$ cat src/hw/rtl/tpd_pkg.sv
// Shared types and constants for the touch packet decoder.
// No dependencies; the decoder top level refers to it by scoped names.
package tpd_pkg;

  // Header values and header bit positions.
  localparam logic [7:0] MT_HEADER     = 8'h0a;
  localparam int unsigned HDR_POS_BIT  = 7;
  localparam int unsigned HDR_PRES_BIT = 6;
  localparam int unsigned HDR_PLAY_BIT = 5;
  localparam int unsigned HDR_TOUCH_BIT = 0;

  // Index of the last data byte of a short and of a long position packet.
  localparam logic [2:0] LAST_IDX_SHORT = 3'd3;
  localparam logic [2:0] LAST_IDX_LONG  = 3'd4;

  localparam int unsigned AXIS_W   = 14;
  localparam int unsigned TDATA_W  = 40;
  localparam int unsigned CFG_IDX_W = 8;

  // Configuration register indexes.
  localparam logic [CFG_IDX_W-1:0] CFG_SWAP_AXES  = 8'd0;
  localparam logic [CFG_IDX_W-1:0] CFG_INVERT_H   = 8'd1;
  localparam logic [CFG_IDX_W-1:0] CFG_INVERT_V   = 8'd2;
  localparam logic [CFG_IDX_W-1:0] CFG_BUTTON_ID  = 8'd3;

  // Resolution codes from header bits 2..1.
  localparam logic [1:0] RES_11 = 2'd0;
  localparam logic [1:0] RES_12 = 2'd1;
  localparam logic [1:0] RES_13 = 2'd2;
  localparam logic [1:0] RES_14 = 2'd3;

  // Result kinds.
  typedef enum logic [1:0] {
    KIND_MOTION  = 2'd0,
    KIND_PRESS   = 2'd1,
    KIND_RELEASE = 2'd2
  } kind_t;

  // Parser states, one-hot.
  typedef enum logic [3:0] {
    PH_IDLE   = 4'b0001,
    PH_DATA   = 4'b0010,
    PH_MTLEN  = 4'b0100,
    PH_MTSKIP = 4'b1000
  } phase_t;

  // Completed position packet waiting to be decoded.
  typedef struct packed {
    logic [1:0] res;
    logic       has_btn;
    logic       touch;
    logic [7:0] b0;
    logic [7:0] b1;
    logic [7:0] b2;
    logic [7:0] b3;
  } job_t;

  // Build one axis word and scale it to 14 bits.
  function automatic logic [AXIS_W-1:0] axis_scale(input logic [7:0] hi,
                                                   input logic [7:0] lo,
                                                   input logic [1:0] res);
    logic [AXIS_W-1:0] w;
    logic [AXIS_W-1:0] r;
    w = {hi[6:0], lo[6:0]};
    case (res)
      RES_11:  r = {w[10:0], 3'b000};
      RES_12:  r = {w[11:0], 2'b00};
      RES_13:  r = {w[12:0], 1'b0};
      RES_14:  r = w;
      default: r = w;
    endcase
    return r;
  endfunction

endpackage

$ cat src/hw/rtl/touch_packet_decoder_top.sv
// A packet's final byte goes through the job register and then the output register, which
// shows its motion result; a press or release result follows once that result is taken.
// Throughput: one byte per cycle; the single job register ahead of the output register
// sets it, and stalls input only while a decoded packet waits on a full output.
// Reset: synchronous active-low rst_n clears the parser and button state and sets the configuration to its defaults.
// Top level of the touch packet decoder; uses tpd_pkg.
module touch_packet_decoder_top (
  input  logic                          clk,
  input  logic                          rst_n,
  // Input stream: tdata = rx_byte[7:0].
  input  logic                          in_tvalid,
  output logic                          in_tready,
  input  logic [7:0]                    in_tdata,
  // Result stream: tdata = pos_x[13:0], pos_y[27:14], button[35:28], zeros[39:36].
  output logic                          out_tvalid,
  input  logic                          out_tready,
  output logic [tpd_pkg::TDATA_W-1:0]   out_tdata,
  // tuser = event_kind[1:0].
  output logic [1:0]                    out_tuser,
  output logic                          out_tlast,
  // Configuration write channel.
  input  logic                          cfg_valid,
  output logic                          cfg_ready,
  input  logic [tpd_pkg::CFG_IDX_W-1:0] cfg_index,
  input  logic [7:0]                    cfg_data
);

  // Configuration registers.
  logic       swap_axes_r;
  logic       invert_h_r;
  logic       invert_v_r;
  logic [7:0] button_id_r;

  assign cfg_ready = 1'b1;

  always_ff @(posedge clk) begin
    if (!rst_n) begin
      swap_axes_r <= 1'b0;
      invert_h_r  <= 1'b1;
      invert_v_r  <= 1'b1;
      button_id_r <= 8'd1;
    end else if (cfg_valid && cfg_ready) begin
      case (cfg_index)
        tpd_pkg::CFG_SWAP_AXES: swap_axes_r <= cfg_data[0];
        tpd_pkg::CFG_INVERT_H:  invert_h_r  <= cfg_data[0];
        tpd_pkg::CFG_INVERT_V:  invert_v_r  <= cfg_data[0];
        tpd_pkg::CFG_BUTTON_ID: button_id_r <= cfg_data;
        default: ;
      endcase
    end
  end

  // Pipeline handshake signals.
  logic in_xfer;
  logic out_xfer;
  logic out_final;
  logic out_load;
  logic job_move;

  // Parser state.
  tpd_pkg::phase_t phase_r, phase_nxt;
  logic [7:0] header_r, header_nxt;
  logic [2:0] byte_idx_r, byte_idx_nxt;
  logic [7:0] skip_cnt_r, skip_cnt_nxt;
  logic       held_r, held_nxt;
  logic [7:0] axis_r [4];

  tpd_pkg::job_t job_r, job_nxt;
  logic          job_valid_r, job_valid_nxt;
  logic          done;
  logic [2:0]    last_idx;

  assign in_xfer   = in_tvalid && in_tready;
  assign in_tready = !job_valid_r || job_move;
  assign last_idx  = (header_r[tpd_pkg::HDR_PRES_BIT] || header_r[tpd_pkg::HDR_PLAY_BIT])
                     ? tpd_pkg::LAST_IDX_LONG : tpd_pkg::LAST_IDX_SHORT;

  // Byte parser: moves between idle, position data and multitouch skipping.
  always_comb begin
    phase_nxt    = phase_r;
    header_nxt   = header_r;
    byte_idx_nxt = byte_idx_r;
    skip_cnt_nxt = skip_cnt_r;
    held_nxt     = held_r;
    done         = 1'b0;
    if (in_xfer) begin
      case (phase_r)
        tpd_pkg::PH_IDLE: begin
          if (in_tdata == tpd_pkg::MT_HEADER) begin
            phase_nxt = tpd_pkg::PH_MTLEN;
          end else if (in_tdata[tpd_pkg::HDR_POS_BIT]) begin
            header_nxt   = in_tdata;
            byte_idx_nxt = 3'd0;
            phase_nxt    = tpd_pkg::PH_DATA;
          end
        end
        tpd_pkg::PH_DATA: begin
          byte_idx_nxt = byte_idx_r + 3'd1;
          if (byte_idx_r == last_idx) begin
            done         = 1'b1;
            phase_nxt    = tpd_pkg::PH_IDLE;
            byte_idx_nxt = 3'd0;
            held_nxt     = header_r[tpd_pkg::HDR_TOUCH_BIT];
          end
        end
        tpd_pkg::PH_MTLEN: begin
          skip_cnt_nxt = in_tdata;
          phase_nxt    = (in_tdata == 8'd0) ? tpd_pkg::PH_IDLE : tpd_pkg::PH_MTSKIP;
        end
        tpd_pkg::PH_MTSKIP: begin
          skip_cnt_nxt = skip_cnt_r - 8'd1;
          if (skip_cnt_r == 8'd1) begin
            phase_nxt = tpd_pkg::PH_IDLE;
          end
        end
        default: phase_nxt = tpd_pkg::PH_IDLE;
      endcase
    end
  end

  // Job register: a completed packet's bytes, resolution and button change.
  always_comb begin
    job_nxt.res     = header_r[2:1];
    job_nxt.touch   = header_r[tpd_pkg::HDR_TOUCH_BIT];
    job_nxt.has_btn = header_r[tpd_pkg::HDR_TOUCH_BIT] != held_r;
    job_nxt.b0      = axis_r[0];
    job_nxt.b1      = axis_r[1];
    job_nxt.b2      = axis_r[2];
    job_nxt.b3      = (byte_idx_r == tpd_pkg::LAST_IDX_SHORT) ? in_tdata : axis_r[3];
    job_valid_nxt   = done || (job_valid_r && !job_move);
  end

  always_ff @(posedge clk) begin
    if (!rst_n) begin
      phase_r     <= tpd_pkg::PH_IDLE;
      header_r    <= 8'd0;
      byte_idx_r  <= 3'd0;
      skip_cnt_r  <= 8'd0;
      held_r      <= 1'b0;
      job_valid_r <= 1'b0;
    end else begin
      phase_r     <= phase_nxt;
      header_r    <= header_nxt;
      byte_idx_r  <= byte_idx_nxt;
      skip_cnt_r  <= skip_cnt_nxt;
      held_r      <= held_nxt;
      job_valid_r <= job_valid_nxt;
    end
  end

  // Data bytes one to four are stored; the fifth is only counted.
  always_ff @(posedge clk) begin
    if (in_xfer && phase_r == tpd_pkg::PH_DATA && !byte_idx_r[2]) begin
      axis_r[byte_idx_r[1:0]] <= in_tdata;
    end
    if (done) begin
      job_r <= job_nxt;
    end
  end

  // Decode: scale both axis words, route them and invert each as configured.
  logic [tpd_pkg::AXIS_W-1:0] d1, d2, x_dec, y_dec;

  always_comb begin
    d1    = tpd_pkg::axis_scale(job_r.b0, job_r.b1, job_r.res);
    d2    = tpd_pkg::axis_scale(job_r.b2, job_r.b3, job_r.res);
    x_dec = swap_axes_r ? d1 : d2;
    y_dec = swap_axes_r ? d2 : d1;
    if (invert_h_r) x_dec = ~x_dec;
    if (invert_v_r) y_dec = ~y_dec;
  end

  // Output register: a motion result, then an optional button result.
  logic                       out_valid_r;
  logic                       out_sel_r;
  logic                       out_has_btn_r;
  tpd_pkg::kind_t             out_btn_kind_r;
  logic [tpd_pkg::AXIS_W-1:0] out_x_r, out_y_r;
  logic [7:0]                 out_btn_r;

  assign out_xfer  = out_tvalid && out_tready;
  assign out_final = out_sel_r || !out_has_btn_r;
  assign out_load  = !out_valid_r || (out_xfer && out_final);
  assign job_move  = job_valid_r && out_load;

  always_ff @(posedge clk) begin
    if (!rst_n) begin
      out_valid_r <= 1'b0;
      out_sel_r   <= 1'b0;
    end else if (job_move) begin
      out_valid_r <= 1'b1;
      out_sel_r   <= 1'b0;
    end else if (out_xfer) begin
      if (out_final) begin
        out_valid_r <= 1'b0;
        out_sel_r   <= 1'b0;
      end else begin
        out_sel_r   <= 1'b1;
      end
    end
  end

  always_ff @(posedge clk) begin
    if (job_move) begin
      out_x_r        <= x_dec;
      out_y_r        <= y_dec;
      out_btn_r      <= button_id_r;
      out_has_btn_r  <= job_r.has_btn;
      out_btn_kind_r <= job_r.touch ? tpd_pkg::KIND_PRESS : tpd_pkg::KIND_RELEASE;
    end
  end

  assign out_tvalid = out_valid_r;
  assign out_tdata  = {4'b0000, (out_sel_r ? out_btn_r : 8'd0), out_y_r, out_x_r};
  assign out_tuser  = out_sel_r ? out_btn_kind_r : tpd_pkg::KIND_MOTION;
  assign out_tlast  = out_final;

  // A pending job that cannot move must hold off the input side.
  a_job_stall: assert property (@(posedge clk) disable iff (!rst_n)
    (job_valid_r && !job_move) |-> !in_tready)
    else $error("input accepted while a decoded packet is stalled");

  // A button result is always the final result of its packet.
  a_btn_last: assert property (@(posedge clk) disable iff (!rst_n)
    (out_tvalid && out_sel_r) |-> out_tlast)
    else $error("button result not marked last");

  // A job is never dropped: it stays until it moves to the output register.
  a_job_hold: assert property (@(posedge clk) disable iff (!rst_n)
    (job_valid_r && !job_move) |=> job_valid_r)
    else $error("decoded packet lost");

  // After a button result is taken, the next result starts a new motion result.
  a_btn_then_motion: assert property (@(posedge clk) disable iff (!rst_n)
    (out_xfer && out_sel_r) |=> !out_sel_r)
    else $error("button result repeated");

endmodule
$ cat config.mk
export PLATFORM = sky130hd
export DESIGN_NAME = touch_packet_decoder_top
export DESIGN_NICKNAME = d
export VERILOG_FILES = /design/src/hw/rtl/tpd_pkg.sv /design/src/hw/rtl/touch_packet_decoder_top.sv
export SDC_FILE = /design/constraint.sdc
export NUM_CORES = 1
export LEC_CHECK = 0
export ABC_AREA = 1
export BUFFER_PORTS_ARGS = -buffer_cell sky130_fd_sc_hd__buf_2
export CORE_UTILIZATION = 63
export DETAILED_ROUTE_END_ITERATION = 10
export GPL_TIMING_DRIVEN = 0
export PLACE_DENSITY_LB_ADDON = 0.08
export SETUP_SLACK_MARGIN = 0.5
export SLEW_MARGIN = 20
export SYNTH_ARGS = -nofsm -noshare
export SYNTH_HDL_FRONTEND = slang
export SYNTH_SLANG_ARGS = --single-unit
$ cat constraint.sdc
create_clock -name clk -period 9.7 [get_ports clk]
set_input_delay 2.91 -clock clk [delete_from_list [all_inputs] [get_ports clk]]
set_output_delay 2.91 -clock clk [all_outputs]
set_load 0.005 [all_outputs]
==> results_tabular.tex <==
\begin{tabular}{lr}
\hline
Metric & Value \\
\hline
\multicolumn{2}{l}{\textbf{Status}} \\
\quad Run status & complete, no violations \\
\multicolumn{2}{l}{\textbf{Routing}} \\
\quad Vias & around 5400 \\
\quad Number of vias per cell & 5.40 \\
\quad Wire length after detailed routing & about 13 mm \\
\quad Initial detailed-routing violation count & 446 \\
\quad Drt pass-1 iters & 7 \\
\quad Remaining design rule violation count & 0 \\
\quad Antenna-violating nets left & 0 \\
\quad Detailed-route wire length per cell & around 13 microns \\
\multicolumn{2}{l}{\textbf{CTS}} \\
\quad Hold\_buf cts & 0 \\
\quad Clk buf depth & 2 \\
\quad Total of cells resized after clock tree synthesis & 0 \\
\quad TritonCTS clock tree & yes \\
\quad Cell chosen for the clock root & sky130\_fd\_sc\_hd\_\_clkbuf\_8 \\
\quad Number of sinks driven by the clock tree & 134 \\
\quad Max H-tree Level & 4 \\
\quad Number of buffers added by the clock tree synthesis step & 17 \\
\quad Clock-pin transition on the worst setup and hold timing paths & around 0.06 ns \\
\quad Clock network latency to the later pin of the worst-skew pair & approximately 0.53 ns \\
\quad Buffer count from post-CTS setup fixing & 0 \\
\multicolumn{2}{l}{\textbf{Synthesis}} \\
\quad Synth top area share & 0.456 \\
\quad Leading post-synthesis cells by cell area & sky130\_fd\_sc\_hd\_\_edfxtp\_1, sky130\_fd\_sc\_hd\_\_dfxtp\_1, sky130\_fd\_sc\_hd\_\_nand2\_1 \\
\quad Share of flip-flops with an asynchronous set or reset & 0 \\
\quad Post-synthesis instance total & 760 \\
\quad Total number of yosys warnings & 0 \\
\quad Dominant register cell in the synthesized netlist & sky130\_fd\_sc\_hd\_\_edfxtp\_1 \\
\quad EDFF count, synth & just under 100 \\
\quad Unique masters post-synth & 33 \\
\quad Most numerous cell in the Yosys netlist & sky130\_fd\_sc\_hd\_\_nand2\_1 \\
\quad Average cell area after synthesis & around 8.6 sq um \\
\quad Number of register bits inferred by synthesis & 134 \\
\quad List of most frequent post-synthesis cells & sky130\_fd\_sc\_hd\_\_nand2\_1, sky130\_fd\_sc\_hd\_\_nor2\_1, sky130\_fd\_sc\_hd\_\_edfxtp\_1 \\
\quad Netlist area before placement & around 6500 sq um \\
\quad Cell type contributing the most total cell area after synthesis & sky130\_fd\_sc\_hd\_\_edfxtp\_1 \\
\quad Sequential cell area fraction in the yosys report & 0.563 \\
\multicolumn{2}{l}{\textbf{Worst setup path}} \\
\quad Element type at the critical path start & input port \\
\quad Data arrival at the endpoint of the critical path & about 3.5 ns \\
\quad Required time at the endpoint of the critical path & 6.79 ns \\
\quad Critical setup path kind & input port to output pin \\
\quad Critical Path Sink Type & output pin \\
\quad Max FO, Critical Path & 5 \\
\multicolumn{2}{l}{\textbf{GRT}} \\
\quad Vias in the first global route & 4930 \\
\quad Total Routing Usage GR & 0.260 \\
\quad Wire length of the first global-routing pass & 22.0 mm \\
\quad Largest net degree at the start of global routing & 30 \\
\quad Final global-route overflow total & 0 \\
\quad Initial antenna violation count & 0 \\
\multicolumn{2}{l}{\textbf{Pwr}} \\
\quad Clock network power share & 0.456 \\
\quad Switching part of the total & 0.222 \\
\quad Cell Pwr Density & 169 nW/um\^{}2 \\
\quad Logic pwr share & 0.061 \\
\quad Internal power summed over all cells & around 1 mW \\
\quad Leakage & around 3.4 nW \\
\quad Sequential cell fraction of total power & 0.483 \\
\quad Switching component of the power & 288 uW \\
\quad Peak ir drop on the vdd network & between 90 and 100 uV \\
\multicolumn{2}{l}{\textbf{Layout}} \\
\quad Number of nets in the layout & around 890 \\
\quad Share of final-layout standard cells stronger than drive strength 1 & 0.152 \\
\quad Count of inserted antenna diode cells & 0 \\
\quad Syn-to-layout area delta & 17.9\% \\
\quad Share of the core filled with cells & 0.776 \\
\quad Design area & $\sim$7700 sq um \\
\multicolumn{2}{l}{\textbf{Floorplanning}} \\
\quad FP Rows & 36 \\
\quad Die width & 104 microns \\
\quad Total core area & just under 10000 sq um \\
\quad DIE HEIGHT & roughly 100 microns \\
\quad Total Die Area & between 10000 and 15000 sq um \\
\quad Number of primary I/O pins & 75 \\
\quad Starting density of the core & 0.658 \\
\multicolumn{2}{l}{\textbf{Timing}} \\
\quad Summed negative setup slack over all endpoints & 0 ns \\
\quad Ratio of final minimum period to clock period & 0.665 \\
\quad Hold WS & $\sim$0.42 ns \\
\quad Final setup vio count & 0 \\
\quad Setup repair after global routing missed its margin & false \\
\quad Setup Skew & 0.0107 ns \\
\quad Transition at the pin with the smallest max-transition slack & between 0.6 and 0.7 ns \\
\quad Maximum frequency from static timing analysis & 155 MHz \\
\quad Pins over their slew limit & 0 \\
\quad Final Hold Vio Count & 0 \\
\quad Relative slew slack & 0.585 \\
\quad Clock period minus final worst setup slack & 6.45 ns \\
\quad Setup ws final & $\sim$3.2 ns \\
\multicolumn{2}{l}{\textbf{Run}} \\
\quad Total of max-cap violations & 0 \\
\multicolumn{2}{l}{\textbf{Worst hold path}} \\
\quad Min-delay worst type & flop to flop \\
\multicolumn{2}{l}{\textbf{Placement}} \\
\quad Port Buffers & 68 \\
\quad Setup slack after placement & $\sim$3.3 ns \\
\quad Weighted congestion reported at the end of routability-driven placement & around 0.95 \\
\quad Final HPWL DP & $\sim$10 mm \\
\quad Cell area after placement & 7110 sq um \\
\hline
\end{tabular}
## critical path, stage by stage
cell and delay [ns]:
sky130_fd_sc_hd__buf_2 0.10, sky130_fd_sc_hd__nand2_1 0.05, sky130_fd_sc_hd__inv_1 0.06, sky130_fd_sc_hd__nand2_2 0.12, sky130_fd_sc_hd__nand3_4 0.13, sky130_fd_sc_hd__buf_2 0.17
## final timing paths
kind	end	from	cells past startpoint	slack, ns
worst max-delay path	in_tready	out_tready	6	3.25
worst min-delay path	job_r[9]	axis_r[2][1]	0	0.42
worst max register to register	job_r[20]	out_tvalid	8	7.60
worst min register to register	job_r[9]	axis_r[2][1]	0	0.42
## flip-flops by register name, summed over array words and instances (netlist names)
signal	cells
held_r	1
invert_v_r	1
button_id_r	8
phase_r	4
skip_cnt_r	8
out_btn_kind_r	2
out_has_btn_r	1
header_r	5
job_valid_r	1
out_sel_r	1
job_r	32
swap_axes_r	1
axis_r	28
out_x_r	14
byte_idx_r	3
out_btn_r	8
out_tvalid	1
out_y_r	14
invert_h_r	1
## power by group through the flow
stage | registers, mW | logic (mW) | clock network [mW]
6_report | 0.626 | 0.0795 | 0.592
5_1_grt | 0.627 | 0.0902 | 0.622
4_1_cts | 0.626 | 0.0782 | 0.599
3_5_place_dp | 0.638 | 0.0777 | 0
3_3_place_gp | 0.637 | 0.0735 | 0
2_1_floorplan | 0.636 | 0.0544 | 0
## per-layer routing
layer | global-route usage | vias up | part of all wire
met5 | 0 | - | 0
met4 | 0.121 | 0 | 0.025
met3 | 0.0680 | 36 | 0.066
met2 | 0.441 | 267 | 0.49
met1 | 0.311 | 2394 | 0.42
li1 | - | 2695 | -
## kinds of logic (layout without fill, tap and decap cells)
| logic type | after synthesis | after routing | synth area share |
|---|---|---|---|
| multiplexers | 1 | 1 | 0.00173 |
| XOR/XNOR | 7 | 7 | 0.00940 |
| AND/OR/NAND/NOR | 392 | 392 | 0.256 |
| AO/OA/AOI/OAI | 95 | 95 | 0.0791 |
| flip-flops | 134 | 134 | 0.563 |
| buffers and inverters | 122 | 225 | 0.0760 |
| adder cells (fa/ha/maj) | 7 | 7 | 0.0134 |
| other | 2 | 5 | 0.00115 |
## cell type report
type	instances	area [sq um]
well taps	133	166
clock inverters	11	68.8
multi-input cells	507	2380
clock buffers	21	503
fillers	682	2220
plain buffers	27	139
flip-flops and latches	134	3670
repair buffers	71	398
inverters	95	357
## placed cells by master, fill, tap and decap left out, types with 2 or more instances in the layout
master,instances
sky130_fd_sc_hd__buf_2,74
sky130_fd_sc_hd__edfxtp_1,99
sky130_fd_sc_hd__nand2_1,183
sky130_fd_sc_hd__clkbuf_16,19
sky130_fd_sc_hd__inv_2,5
sky130_fd_sc_hd__o21ai_0,39
sky130_fd_sc_hd__nor2_1,103
sky130_fd_sc_hd__nand3_1,86
sky130_fd_sc_hd__clkbuf_8,2
sky130_fd_sc_hd__clkinvlp_4,5
sky130_fd_sc_hd__clkinv_2,3
sky130_fd_sc_hd__xor2_1,7
sky130_fd_sc_hd__buf_4,8
sky130_fd_sc_hd__o211ai_1,3
sky130_fd_sc_hd__conb_1,5
sky130_fd_sc_hd__clkbuf_1,11
sky130_fd_sc_hd__clkinv_1,3
sky130_fd_sc_hd__a21oi_1,30
sky130_fd_sc_hd__nand4_1,8
sky130_fd_sc_hd__buf_8,2
sky130_fd_sc_hd__o22ai_1,20
sky130_fd_sc_hd__dfxtp_1,35
sky130_fd_sc_hd__nor3_1,2
sky130_fd_sc_hd__inv_1,89
sky130_fd_sc_hd__nand2_2,2
sky130_fd_sc_hd__ha_1,7
sky130_fd_sc_hd__buf_1,2
## through the flow
step	cells	power (mW)
final	999	1.30
after detailed placement	967	0.716
after CTS	999	1.30
after global routing	999	1.34
after floorplan	763	0.691
after global placement	964	0.711
(Power assumes the default switching activity.)
